[src/sv/acr_pkg.sv]
// Shared types, codes and constants for the ARP cache responder.
// No dependencies; every other file of the block imports this package.
`default_nettype none
package acr_pkg;

   localparam int MAC_BYTES = 6;
   localparam int MAC_W = 8 * MAC_BYTES;
   localparam int IP_W = 32;
   localparam int IFACE_W = 2;

   localparam int DEFAULT_CACHE_ENTRIES = 16;
   localparam int DEFAULT_PORT_COUNT = 4;
   localparam int QUEUE_DEPTH = 2;

   localparam logic [15:0] ETH_TYPE_IPV4 = 16'h0800;
   localparam logic [15:0] ARP_OP_REQUEST = 16'd1;
   localparam logic [15:0] ARP_OP_REPLY = 16'd2;
   localparam logic [MAC_W-1:0] BCAST_MAC = {MAC_BYTES{8'hFF}};

   localparam logic [2:0] OP_RECEIVE = 3'd0;
   localparam logic [2:0] OP_LOOKUP = 3'd1;
   localparam logic [2:0] OP_ADD = 3'd2;
   localparam logic [2:0] OP_REMOVE = 3'd3;
   localparam logic [2:0] OP_SEND_REQUEST = 3'd4;

   localparam logic [2:0] CMD_NONE = 3'd0;
   localparam logic [2:0] CMD_STORE = 3'd1;
   localparam logic [2:0] CMD_LOOKUP = 3'd2;
   localparam logic [2:0] CMD_REMOVE = 3'd3;
   localparam logic [2:0] CMD_SEND_REQ = 3'd4;
   localparam logic [2:0] CMD_NOT_FOUND = 3'd5;
   localparam logic [2:0] CMD_BAD_PROTO = 3'd6;

   localparam logic [1:0] STATUS_DONE = 2'd0;
   localparam logic [1:0] STATUS_NOT_FOUND = 2'd1;
   localparam logic [1:0] STATUS_BAD_PROTOCOL = 2'd2;

   localparam logic [1:0] CSR_OWN_IP = 2'd1;

   typedef struct packed {
      logic [2:0]         code;
      logic [IP_W-1:0]    ip;
      logic [MAC_W-1:0]   mac;
      logic [IFACE_W-1:0] port;
      logic               reply;
   } cmd_type;

   // Declared from the top bit down so that hit lands in bit 0.
   typedef struct packed {
      logic [IFACE_W-1:0] send_interface;
      logic [IP_W-1:0]    send_sender_ip;
      logic [IP_W-1:0]    send_target_ip;
      logic [MAC_W-1:0]   send_target_mac;
      logic [MAC_W-1:0]   send_dest_mac;
      logic [1:0]         send_opcode;
      logic               send_valid;
      logic [IFACE_W-1:0] found_interface;
      logic [MAC_W-1:0]   found_mac;
      logic               hit;
   } rsp_type;

endpackage
`default_nettype wire

[src/sv/acr_front.sv]
// Front end: accepts request transfers, decodes the operation into a cache command
// and holds it in one stage until the command queue takes it. Uses acr_pkg.
`default_nettype none
module acr_front #(
   parameter int PORT_COUNT = acr_pkg::DEFAULT_PORT_COUNT
) (
   input  wire logic                     clock,
   input  wire logic                     reset,
   input  wire logic [acr_pkg::IP_W-1:0] own_ip,
   input  wire logic                     req_tvalid,
   output logic                          req_tready,
   input  wire logic [183:0]             req_tdata,
   input  wire logic [2:0]               req_tuser,
   output logic                          push_valid,
   input  wire logic                     push_ready,
   output acr_pkg::cmd_type              push_cmd
);
   import acr_pkg::*;

   localparam logic [4:0] PORT_LIMIT = 5'(PORT_COUNT);

   logic [15:0]        protocol_type;
   logic [15:0]        arp_opcode;
   logic [MAC_W-1:0]   sender_mac;
   logic [IP_W-1:0]    sender_ip;
   logic [IP_W-1:0]    target_ip;
   logic [IP_W-1:0]    key_ip;
   logic [IFACE_W-1:0] interface_req;
   logic               port_ok;
   logic               reply;
   cmd_type            cmd;
   logic               valid_ff, valid_in;
   cmd_type            cmd_ff, cmd_in;
   logic               accept;

   assign protocol_type = req_tdata[15:0];
   assign arp_opcode    = req_tdata[31:16];
   assign sender_mac    = req_tdata[79:32];
   assign sender_ip     = req_tdata[111:80];
   assign target_ip     = req_tdata[143:112];
   assign key_ip        = req_tdata[175:144];
   assign interface_req = req_tdata[177:176];

   assign port_ok = {3'b000, interface_req} < PORT_LIMIT;
   assign reply = (arp_opcode == ARP_OP_REQUEST) && (own_ip != '0)
                  && (target_ip == own_ip);

   always_comb begin
      cmd.code  = CMD_NONE;
      cmd.ip    = key_ip;
      cmd.mac   = sender_mac;
      cmd.port  = interface_req;
      cmd.reply = 1'b0;
      case (req_tuser)
         OP_RECEIVE: begin
            cmd.ip = sender_ip;
            if (!port_ok) begin
               cmd.code = CMD_NOT_FOUND;
            end else if (protocol_type != ETH_TYPE_IPV4) begin
               cmd.code = CMD_BAD_PROTO;
            end else begin
               cmd.code  = CMD_STORE;
               cmd.reply = reply;
            end
         end
         OP_LOOKUP: begin
            cmd.code = CMD_LOOKUP;
         end
         OP_ADD: begin
            cmd.code = port_ok ? CMD_STORE : CMD_NOT_FOUND;
         end
         OP_REMOVE: begin
            cmd.code = CMD_REMOVE;
         end
         OP_SEND_REQUEST: begin
            cmd.code = port_ok ? CMD_SEND_REQ : CMD_NOT_FOUND;
         end
         default: begin
            cmd.code = CMD_NONE;
         end
      endcase
   end

   assign req_tready = !valid_ff || push_ready;
   assign accept = req_tvalid && req_tready;

   always_comb begin
      valid_in = valid_ff;
      cmd_in   = cmd_ff;
      if (accept) begin
         valid_in = 1'b1;
         cmd_in   = cmd;
      end else if (push_ready) begin
         valid_in = 1'b0;
      end
   end

   always_ff @(posedge clock) begin
      if (reset) begin
         valid_ff <= 1'b0;
      end else begin
         valid_ff <= valid_in;
      end
      cmd_ff <= cmd_in;
   end

   assign push_valid = valid_ff;
   assign push_cmd   = cmd_ff;

endmodule
`default_nettype wire

[src/sv/acr_queue.sv]
// Short command queue between the decoder and the cache engine.
// Uses acr_pkg for the command type and the queue depth.
`default_nettype none
module acr_queue (
   input  wire logic       clock,
   input  wire logic       reset,
   input  wire logic       push_valid,
   output logic            push_ready,
   input  wire acr_pkg::cmd_type push_cmd,
   output logic            pop_valid,
   input  wire logic       pop_ready,
   output acr_pkg::cmd_type pop_cmd
);
   import acr_pkg::*;

   localparam int PTR_W = (QUEUE_DEPTH > 1) ? $clog2(QUEUE_DEPTH) : 1;
   localparam int CNT_W = $clog2(QUEUE_DEPTH + 1);
   localparam logic [PTR_W-1:0] LAST_PTR = PTR_W'(QUEUE_DEPTH - 1);
   localparam logic [CNT_W-1:0] FULL_COUNT = CNT_W'(QUEUE_DEPTH);

   cmd_type          slot_ff [QUEUE_DEPTH];
   logic [PTR_W-1:0] wr_ptr_ff, wr_ptr_in;
   logic [PTR_W-1:0] rd_ptr_ff, rd_ptr_in;
   logic [CNT_W-1:0] count_ff, count_in;
   logic             do_push;
   logic             do_pop;

   assign push_ready = count_ff != FULL_COUNT;
   assign pop_valid  = count_ff != '0;
   assign pop_cmd    = slot_ff[rd_ptr_ff];
   assign do_push    = push_valid && push_ready;
   assign do_pop     = pop_valid && pop_ready;

   always_comb begin
      wr_ptr_in = wr_ptr_ff;
      rd_ptr_in = rd_ptr_ff;
      count_in  = count_ff;
      if (do_push) begin
         wr_ptr_in = (wr_ptr_ff == LAST_PTR) ? '0 : wr_ptr_ff + 1'b1;
      end
      if (do_pop) begin
         rd_ptr_in = (rd_ptr_ff == LAST_PTR) ? '0 : rd_ptr_ff + 1'b1;
      end
      if (do_push && !do_pop) begin
         count_in = count_ff + 1'b1;
      end else if (do_pop && !do_push) begin
         count_in = count_ff - 1'b1;
      end
   end

   always_ff @(posedge clock) begin
      if (reset) begin
         wr_ptr_ff <= '0;
         rd_ptr_ff <= '0;
         count_ff  <= '0;
      end else begin
         wr_ptr_ff <= wr_ptr_in;
         rd_ptr_ff <= rd_ptr_in;
         count_ff  <= count_in;
      end
      if (do_push) begin
         slot_ff[wr_ptr_ff] <= push_cmd;
      end
   end

endmodule
`default_nettype wire

[src/sv/acr_back.sv]
// Cache engine: holds the ARP table, executes queued commands and drives the
// registered response stream. Uses acr_pkg for commands, codes and the result type.
`default_nettype none
module acr_back #(
   parameter int CACHE_ENTRIES = acr_pkg::DEFAULT_CACHE_ENTRIES
) (
   input  wire logic                     clock,
   input  wire logic                     reset,
   input  wire logic [acr_pkg::IP_W-1:0] own_ip,
   input  wire logic                     pop_valid,
   output logic                          pop_ready,
   input  wire acr_pkg::cmd_type         pop_cmd,
   output logic                          rsp_valid,
   input  wire logic                     rsp_ready,
   output logic [1:0]                    rsp_status,
   output acr_pkg::rsp_type              rsp_data
);
   import acr_pkg::*;

   localparam int IDX_W = $clog2(CACHE_ENTRIES);
   localparam int ENTRY_W = MAC_W + IFACE_W;
   localparam logic [IDX_W-1:0] LAST_IDX = IDX_W'(CACHE_ENTRIES - 1);

   localparam logic [1:0] ST_IDLE = 2'd0;
   localparam logic [1:0] ST_EXEC = 2'd1;
   localparam logic [1:0] ST_READ = 2'd2;

   function automatic logic [IDX_W-1:0] lowest_set(input logic [CACHE_ENTRIES-1:0] v);
      logic [IDX_W-1:0] idx;
      idx = '0;
      for (int i = CACHE_ENTRIES - 1; i >= 0; i--) begin
         if (v[i]) begin
            idx = IDX_W'(i);
         end
      end
      return idx;
   endfunction

   logic [1:0]               state_ff, state_in;
   cmd_type                  cmd_ff;
   logic [CACHE_ENTRIES-1:0] valid_ff, valid_in;
   logic [IP_W-1:0]          ip_ff [CACHE_ENTRIES];
   logic [ENTRY_W-1:0]       entry_mem [CACHE_ENTRIES];
   logic [ENTRY_W-1:0]       rd_data_ff;
   logic [CACHE_ENTRIES-1:0] match_ff, match_in;
   logic [CACHE_ENTRIES-1:0] free_ff;
   logic [IDX_W-1:0]         rp_ff, rp_in;
   logic                     rsp_valid_ff, rsp_valid_in;
   logic [1:0]               rsp_status_ff, rsp_status_in;
   rsp_type                  rsp_data_ff, rsp_data_in;

   logic                     take;
   logic                     hit_any;
   logic                     free_any;
   logic [IDX_W-1:0]         hit_slot;
   logic [IDX_W-1:0]         store_slot;
   logic                     out_free;
   logic                     wr_en;
   logic                     rd_en;
   logic                     load;

   assign pop_ready = (state_ff == ST_IDLE);
   assign take      = pop_valid && pop_ready;
   assign hit_any   = |match_ff;
   assign free_any  = |free_ff;
   assign hit_slot  = lowest_set(match_ff);
   assign store_slot = hit_any ? hit_slot : (free_any ? lowest_set(free_ff) : rp_ff);
   assign out_free  = !rsp_valid_ff || rsp_ready;

   always_comb begin
      for (int i = 0; i < CACHE_ENTRIES; i++) begin
         match_in[i] = valid_ff[i] && (ip_ff[i] == pop_cmd.ip);
      end
   end

   always_comb begin
      state_in      = state_ff;
      valid_in      = valid_ff;
      rp_in         = rp_ff;
      wr_en         = 1'b0;
      rd_en         = 1'b0;
      load          = 1'b0;
      rsp_status_in = STATUS_DONE;
      rsp_data_in   = '0;
      case (state_ff)
         ST_IDLE: begin
            if (take) begin
               state_in = ST_EXEC;
            end
         end
         ST_EXEC: begin
            if (cmd_ff.code == CMD_LOOKUP && hit_any) begin
               rd_en    = 1'b1;
               state_in = ST_READ;
            end else if (out_free) begin
               load     = 1'b1;
               state_in = ST_IDLE;
               case (cmd_ff.code)
                  CMD_STORE: begin
                     wr_en                = 1'b1;
                     valid_in[store_slot] = 1'b1;
                     if (!hit_any && !free_any) begin
                        rp_in = (rp_ff == LAST_IDX) ? '0 : rp_ff + 1'b1;
                     end
                     if (cmd_ff.reply) begin
                        rsp_data_in.send_valid      = 1'b1;
                        rsp_data_in.send_opcode     = ARP_OP_REPLY[1:0];
                        rsp_data_in.send_dest_mac   = cmd_ff.mac;
                        rsp_data_in.send_target_mac = cmd_ff.mac;
                        rsp_data_in.send_target_ip  = cmd_ff.ip;
                        rsp_data_in.send_sender_ip  = own_ip;
                        rsp_data_in.send_interface  = cmd_ff.port;
                     end
                  end
                  CMD_LOOKUP: begin
                     rsp_status_in = STATUS_NOT_FOUND;
                  end
                  CMD_REMOVE: begin
                     if (hit_any) begin
                        valid_in[hit_slot] = 1'b0;
                     end else begin
                        rsp_status_in = STATUS_NOT_FOUND;
                     end
                  end
                  CMD_SEND_REQ: begin
                     rsp_data_in.send_valid      = 1'b1;
                     rsp_data_in.send_opcode     = ARP_OP_REQUEST[1:0];
                     rsp_data_in.send_dest_mac   = BCAST_MAC;
                     rsp_data_in.send_target_ip  = cmd_ff.ip;
                     rsp_data_in.send_sender_ip  = own_ip;
                     rsp_data_in.send_interface  = cmd_ff.port;
                  end
                  CMD_NOT_FOUND: begin
                     rsp_status_in = STATUS_NOT_FOUND;
                  end
                  CMD_BAD_PROTO: begin
                     rsp_status_in = STATUS_BAD_PROTOCOL;
                  end
                  default: begin
                     rsp_status_in = STATUS_DONE;
                  end
               endcase
            end
         end
         ST_READ: begin
            if (out_free) begin
               load                        = 1'b1;
               state_in                    = ST_IDLE;
               rsp_data_in.hit             = 1'b1;
               rsp_data_in.found_mac       = rd_data_ff[ENTRY_W-1:IFACE_W];
               rsp_data_in.found_interface = rd_data_ff[IFACE_W-1:0];
            end
         end
         default: begin
            state_in = ST_IDLE;
         end
      endcase
   end

   always_comb begin
      rsp_valid_in = rsp_valid_ff;
      if (load) begin
         rsp_valid_in = 1'b1;
      end else if (rsp_ready) begin
         rsp_valid_in = 1'b0;
      end
   end

   always_ff @(posedge clock) begin
      if (reset) begin
         state_ff     <= ST_IDLE;
         valid_ff     <= '0;
         rp_ff        <= '0;
         rsp_valid_ff <= 1'b0;
      end else begin
         state_ff     <= state_in;
         valid_ff     <= valid_in;
         rp_ff        <= rp_in;
         rsp_valid_ff <= rsp_valid_in;
      end
      if (take) begin
         cmd_ff   <= pop_cmd;
         match_ff <= match_in;
         free_ff  <= ~valid_ff;
      end
      if (wr_en) begin
         ip_ff[store_slot] <= cmd_ff.ip;
      end
      if (load) begin
         rsp_status_ff <= rsp_status_in;
         rsp_data_ff   <= rsp_data_in;
      end
   end

   always_ff @(posedge clock) begin
      if (wr_en) begin
         entry_mem[store_slot] <= {cmd_ff.mac, cmd_ff.port};
      end
      if (rd_en) begin
         rd_data_ff <= entry_mem[hit_slot];
      end
   end

   assign rsp_valid  = rsp_valid_ff;
   assign rsp_status = rsp_status_ff;
   assign rsp_data   = rsp_data_ff;

endmodule
`default_nettype wire

[src/sv/arp_cache_responder.sv]
// ARP cache and responder: top level with the register port, decoder, queue and cache engine.
// A request passes the decoder register and the queue; the cache engine then matches it,
// executes it (a lookup that hits also reads the entry memory) and registers the response.
// Commands queued ahead and response stalls delay it. The cache engine takes no new command
// until it has loaded the response for the current one.
// Reset is synchronous: the table reads empty, the replacement pointer and own IP go to zero.
`default_nettype none
module arp_cache_responder #(
   parameter int CACHE_ENTRIES = acr_pkg::DEFAULT_CACHE_ENTRIES,
   parameter int PORT_COUNT    = acr_pkg::DEFAULT_PORT_COUNT
) (
   input  wire logic                      clock,
   input  wire logic                      reset,
   input  wire logic                      csr_valid,
   output logic                           csr_ready,
   input  wire logic [1:0]                csr_index,
   input  wire logic [acr_pkg::MAC_W-1:0] csr_data,
   input  wire logic                      req_tvalid,
   output logic                           req_tready,
   // protocol_type, arp_opcode, sender_mac, sender_ip, target_ip, key_ip, interface_req
   input  wire logic [183:0]              req_tdata,
   // operation
   input  wire logic [2:0]                req_tuser,
   output logic                           rsp_tvalid,
   input  wire logic                      rsp_tready,
   // hit, found_mac, found_interface, send_valid, send_opcode, send_dest_mac,
   // send_target_mac, send_target_ip, send_sender_ip, send_interface
   output logic [215:0]                   rsp_tdata,
   // status
   output logic [1:0]                     rsp_tuser
);
   import acr_pkg::*;

   logic [IP_W-1:0] own_ip_ff, own_ip_in;
   logic            push_valid;
   logic            push_ready;
   cmd_type         push_cmd;
   logic            pop_valid;
   logic            pop_ready;
   cmd_type         pop_cmd;
   rsp_type         rsp_data;

   // Writes to the interface MAC have no effect here.
   assign csr_ready = 1'b1;

   always_comb begin
      own_ip_in = own_ip_ff;
      if (csr_valid && csr_index == CSR_OWN_IP) begin
         own_ip_in = csr_data[IP_W-1:0];
      end
   end

   always_ff @(posedge clock) begin
      if (reset) begin
         own_ip_ff <= '0;
      end else begin
         own_ip_ff <= own_ip_in;
      end
   end

   acr_front #(
      .PORT_COUNT(PORT_COUNT)
   ) u_front (
      .clock      (clock),
      .reset      (reset),
      .own_ip     (own_ip_ff),
      .req_tvalid (req_tvalid),
      .req_tready (req_tready),
      .req_tdata  (req_tdata),
      .req_tuser  (req_tuser),
      .push_valid (push_valid),
      .push_ready (push_ready),
      .push_cmd   (push_cmd)
   );

   acr_queue u_queue (
      .clock      (clock),
      .reset      (reset),
      .push_valid (push_valid),
      .push_ready (push_ready),
      .push_cmd   (push_cmd),
      .pop_valid  (pop_valid),
      .pop_ready  (pop_ready),
      .pop_cmd    (pop_cmd)
   );

   acr_back #(
      .CACHE_ENTRIES(CACHE_ENTRIES)
   ) u_back (
      .clock      (clock),
      .reset      (reset),
      .own_ip     (own_ip_ff),
      .pop_valid  (pop_valid),
      .pop_ready  (pop_ready),
      .pop_cmd    (pop_cmd),
      .rsp_valid  (rsp_tvalid),
      .rsp_ready  (rsp_tready),
      .rsp_status (rsp_tuser),
      .rsp_data   (rsp_data)
   );

   assign rsp_tdata = rsp_data;

endmodule
`default_nettype wire

[config.mk]
export PLATFORM = sky130hd
export DESIGN_NAME = arp_cache_responder
export DESIGN_NICKNAME = d
export VERILOG_FILES = /design/src/sv/acr_pkg.sv /design/src/sv/acr_front.sv /design/src/sv/acr_queue.sv /design/src/sv/acr_back.sv /design/src/sv/arp_cache_responder.sv
export SDC_FILE = /design/constraint.sdc
export NUM_CORES = 2
export LEC_CHECK = 0
export BUFFER_PORTS_ARGS = -buffer_cell sky130_fd_sc_hd__buf_2
export CAP_MARGIN = 10
export CORE_MARGIN = 4
export CORE_UTILIZATION = 30
export CTS_BUF_LIST = sky130_fd_sc_hd__clkbuf_4 sky130_fd_sc_hd__clkbuf_8
export DETAILED_ROUTE_END_ITERATION = 10
export PLACE_DENSITY = 0.44
export SLEW_MARGIN = 20
export SYNTH_ARGS = -nofsm -noshare
export SYNTH_HDL_FRONTEND = slang
export SYNTH_HIERARCHICAL = 1
export SYNTH_SLANG_ARGS = --single-unit
[constraint.sdc]
create_clock -name clock -period 33.3 [get_ports clock]
set_clock_uncertainty 0.15 [all_clocks]
set_input_delay 6.66 -clock clock [delete_from_list [all_inputs] [get_ports clock]]
set_output_delay 6.66 -clock clock [all_outputs]
set_load 0.02 [all_outputs]
==> impl_metrics.sql <==
INSERT INTO impl_metrics (metric_group, metric, value, unit) VALUES
('floorplanning', 'core-area', '260000', 'um2'),
('cts', 'cts.repair.resized', '0', ''),
('drt', 'routed-via-count', '43100', ''),
('global_routing', 'overflow', '0', ''),
('status', 'run_status', 'complete, no violations', ''),
('yosys', 'portion_of_the_post_synthesis_area_used_by_sequential_elements', '76.3', '%'),
('setup_path', 'critical_path_class', 'in -> reg', ''),
('power_and_ir_drop', 'p_per_area', '77.7', 'nW/um2'),
('drt', 'route.detailed.drc', '0', ''),
('cts', 'clock-root-buffer', 'sky130_fd_sc_hd__clkbuf_8', ''),
('cts', 'setup_buffers_after_cts', '0', ''),
('cts', 'clockBufferDepth', '4', ''),
('floorplanning', 'start_util', '30.2', '%'),
('job', 'maxCapViolCount', '0', ''),
('yosys', 'synth_fp_nets', '4840', ''),
('power_and_ir_drop', 'power.share.clock', '32.2', '%'),
('placement', 'dpl.hpwl', '133', 'mm'),
('sta', 'final_max_slew_viol_count', '0', ''),
('yosys', 'synth.top_cell.area_share', '74.8', '%'),
('setup_path', 'worst-endpoint-arrival', '11.42', 'ns'),
('sta', 'final-setup-viol-count', '0', ''),
('floorplanning', 'die_area', '270000', 'um2'),
('drt', 'drt-vias-per-instance', '4.76', ''),
('setup_path', 'reg2reg_setup_slack', '27.74', 'ns'),
('hold_path', 'hold_path_origin', 'u_front/push_cmd[3]$_DFFE_PP_', ''),
('hold_path', 'whs_path_depth', '0', ''),
('power_and_ir_drop', 'swShare', '31.9', '%'),
('floorplanning', 'fp.dieH', '520', 'um'),
('setup_path', 'crit_start', 'rsp_tready', ''),
('cells_and_area', 'area_growth', '17.6', '%'),
('cts', 'clock_sinks', '2017', ''),
('power_and_ir_drop', 'p_switching', '2.29', 'mW'),
('cts', 'cts.htree.levels', '5', ''),
('yosys', 'synth_edf_count', '1956', ''),
('sta', 'clock.fmax', '90.9', 'MHz'),
('cells_and_area', 'post_layout_nonfiller_instances', '9047', ''),
('power_and_ir_drop', 'power', '7.18', 'mW'),
('yosys', 'yosysWarnings', '6', ''),
('drt', 'final_antenna_net_count', '0', ''),
('yosys', 'synth_cell_types', '70', ''),
('setup_path', 'r2r_start', 'u_back/rsp_valid$_SDFFE_PP0P_', ''),
('sta', 'grt_setup_unrepaired', 'no', ''),
('cts', 'cts_buffers', '370', ''),
('cts', 'cts_tree', 'done', ''),
('power_and_ir_drop', 'internal_power_contribution', '4.89', 'mW'),
('setup_path', 'cp.required', '33.72', 'ns'),
('sta', 'worstMarginPinSlew', '1.14', 'ns'),
('setup_path', 'timing.critical_path.fanout_max', '55', ''),
('drt', 'route.final.wire_length', '240', 'mm'),
('cells_and_area', 'post_route_cells_drive_above_1_share', '24.4', '%'),
('floorplanning', 'die_x', '520', 'um'),
('placement', 'port_buffers', '439', ''),
('global_routing', 'global_route_wire_length_before_repair', '336', 'mm'),
('yosys', 'proportion_of_register_bits_with_asynchronous_set_or_reset_after_synthesis', '0', '%'),
('cts', 'clkTransAtPathRegs', '0.05', 'ns'),
('global_routing', 'grt_max_degree', '100', ''),
('hold_path', 'whs_endpoint', 'u_queue/slot_ff[0][3]$_DFFE_PP_', ''),
('setup_path', 'end_kind', 'flop', ''),
('yosys', 'synth_common_cells', '1,956 x sky130_fd_sc_hd__edfxtp_1, 427 x sky130_fd_sc_hd__xnor2_1, 265 x sky130_fd_sc_hd__mux2i_1', ''),
('floorplanning', 'rows', '187', ''),
('sta', 'timing.final.crit_share', '33.0', '%'),
('drt', 'first_iter_violations', '3154', ''),
('global_routing', 'initial_antenna_violation_count', '21', ''),
('setup_path', 'r2r_endpoint', 'u_back/entry_mem[13][45]$_DFFE_PP_', ''),
('cells_and_area', 'final_core_util', '35.5', '%'),
('cts', 'cts-hold-fix-buffers', '0', ''),
('yosys', 'postSynth.topFlopCell', 'sky130_fd_sc_hd__edfxtp_1', ''),
('sta', 'timing.final.hold_violations', '0', ''),
('setup_path', 'worstSetupStartpointType', 'input pin', ''),
('yosys', 'post_synthesis_mean_instance_area', '17.1', 'um2'),
('hold_path', 'hold_path_class', 'reg -> reg', '');
[area by class of cell]
class | count | area [um2] | area share (%)
multi-input combinational | 2286 | 17600 | 19.0
antenna | 5 | 12.5 | 0.0135
sequential | 2017 | 60000 | 64.9
clock inverter | 115 | 753 | 0.815
tap | 3496 | 4370 | 4.73
clock buffer | 526 | 6350 | 6.87
timing repair buffer | 572 | 3250 | 3.52
inverter | 30 | 115 | 0.125
[worst max-delay path, stage by stage]
cell and delay (ns):
sky130_fd_sc_hd__buf_2 0.07, sky130_fd_sc_hd__nand2b_2 0.10, sky130_fd_sc_hd__buf_4 0.62, sky130_fd_sc_hd__nand2_1 0.33
sky130_fd_sc_hd__nor4b_4 0.51, sky130_fd_sc_hd__a21boi_0 0.45, sky130_fd_sc_hd__nand2_1 0.39, sky130_fd_sc_hd__nor2_4 0.92
sky130_fd_sc_hd__buf_4 0.59, sky130_fd_sc_hd__buf_4 0.65
[through the flow]
stage                     instance area [um2]  worst slack [ns]
final                                   92400             22.30
after global routing                    92400             22.05
after CTS                               92300             22.38
after detailed placement                85200             21.32
after global placement                  85200             21.34
after floorplan                         78600             15.53
[layer usage]
| layer | part of all wire (%) | wire length, um | track usage [%] |
|---|---|---|---|
| met1 | 44 | 106000 | 23.1 |
| met2 | 49 | 117000 | 29.2 |
| met3 | 4.5 | 10900 | 2.54 |
| met4 | 2.4 | 5770 | 4.71 |
| met5 | 0.0054 | 13 | 0 |
[cell usage in the layout (no fill, tap or decap), types with 7 or more instances in the layout]
| cell | count |
|---|---|
| sky130_fd_sc_hd__or4_1 | 53 |
| sky130_fd_sc_hd__o22ai_1 | 45 |
| sky130_fd_sc_hd__xor2_1 | 121 |
| sky130_fd_sc_hd__nand4_1 | 115 |
| sky130_fd_sc_hd__nand2_1 | 108 |
| sky130_fd_sc_hd__a21oi_1 | 73 |
| sky130_fd_sc_hd__o32ai_1 | 19 |
| sky130_fd_sc_hd__inv_1 | 29 |
| sky130_fd_sc_hd__xnor2_1 | 427 |
| sky130_fd_sc_hd__clkinvlp_4 | 9 |
| sky130_fd_sc_hd__nand3_1 | 92 |
| sky130_fd_sc_hd__mux2_1 | 21 |
| sky130_fd_sc_hd__nor2_1 | 50 |
| sky130_fd_sc_hd__nand2b_1 | 72 |
| sky130_fd_sc_hd__and2_1 | 68 |
| sky130_fd_sc_hd__a21o_1 | 45 |
| sky130_fd_sc_hd__buf_2 | 439 |
| sky130_fd_sc_hd__a211oi_1 | 95 |
| sky130_fd_sc_hd__nor4_1 | 75 |
| sky130_fd_sc_hd__o221ai_1 | 44 |
| sky130_fd_sc_hd__nor2_4 | 18 |
| sky130_fd_sc_hd__or2_2 | 52 |
| sky130_fd_sc_hd__edfxtp_1 | 1956 |
| sky130_fd_sc_hd__clkinv_1 | 69 |
| sky130_fd_sc_hd__nor3_1 | 20 |
| sky130_fd_sc_hd__mux2_2 | 63 |
| sky130_fd_sc_hd__clkbuf_8 | 384 |
| sky130_fd_sc_hd__clkinv_2 | 19 |
| sky130_fd_sc_hd__bufinv_16 | 7 |
| sky130_fd_sc_hd__clkbuf_4 | 142 |
| sky130_fd_sc_hd__o21ai_0 | 71 |
| sky130_fd_sc_hd__and3_1 | 149 |
| sky130_fd_sc_hd__buf_4 | 129 |
| sky130_fd_sc_hd__mux2i_1 | 265 |
| sky130_fd_sc_hd__mux2_4 | 40 |
| sky130_fd_sc_hd__dfxtp_1 | 60 |
[power groups by stage]
stage                     sequential [mW]  combinational, mW  clock (mW)
after floorplan                      3.36              0.879           0
after global placement               3.39               1.56           0
after detailed placement             3.40               1.56           0
after CTS                            3.35               1.57        2.39
after global routing                 3.36               1.63        2.51
final                                3.33               1.53        2.31
[how the worst max path moves through the flow]
| stage | endpoint | slack (ns) | cells past startpoint |
|---|---|---|---|
| floorplan | u_back/rsp_data[0]$_SDFFCE_PP0P_ | 15.53 | 4 |
| global placement | u_back/entry_mem[14][48]$_DFFE_PP_ | 21.34 | 10 |
| detailed placement | u_back/entry_mem[14][48]$_DFFE_PP_ | 21.32 | 10 |
| CTS | u_back/entry_mem[14][21]$_DFFE_PP_ | 22.38 | 10 |
| global route | u_back/entry_mem[13][45]$_DFFE_PP_ | 22.05 | 10 |
| finish | u_back/entry_mem[13][45]$_DFFE_PP_ | 22.30 | 10 |
[sequential cells by signal, indices dropped and copies added, names as in the netlist, 16 cells and up, named ones only]
register           flops
own_ip_ff             32
u_back/cmd_ff         86
u_back/entry_mem     800
u_back/free_ff        16
u_back/ip_ff         512
u_back/match_ff       16
u_back/rd_data_ff     50
u_back/rsp_data      216
u_back/valid_ff       16
u_front/push_cmd      86
u_queue/slot_ff      172
[cells by family after synthesis]
kind of cell             after synthesis  share of synthesized area [%]
flip-flops                          2017                           76.3
AND/OR/NAND/NOR                      908                           6.68
XOR/XNOR                             548                           6.11
AO/OA/AOI/OAI                        434                           3.77
multiplexers                         389                           5.34
buffers and inverters                289                           1.68
adder cells (fa/ha/maj)                6                         0.0956
other                                  1                        0.00477
Note: power is estimated with default switching activity, not from simulation.
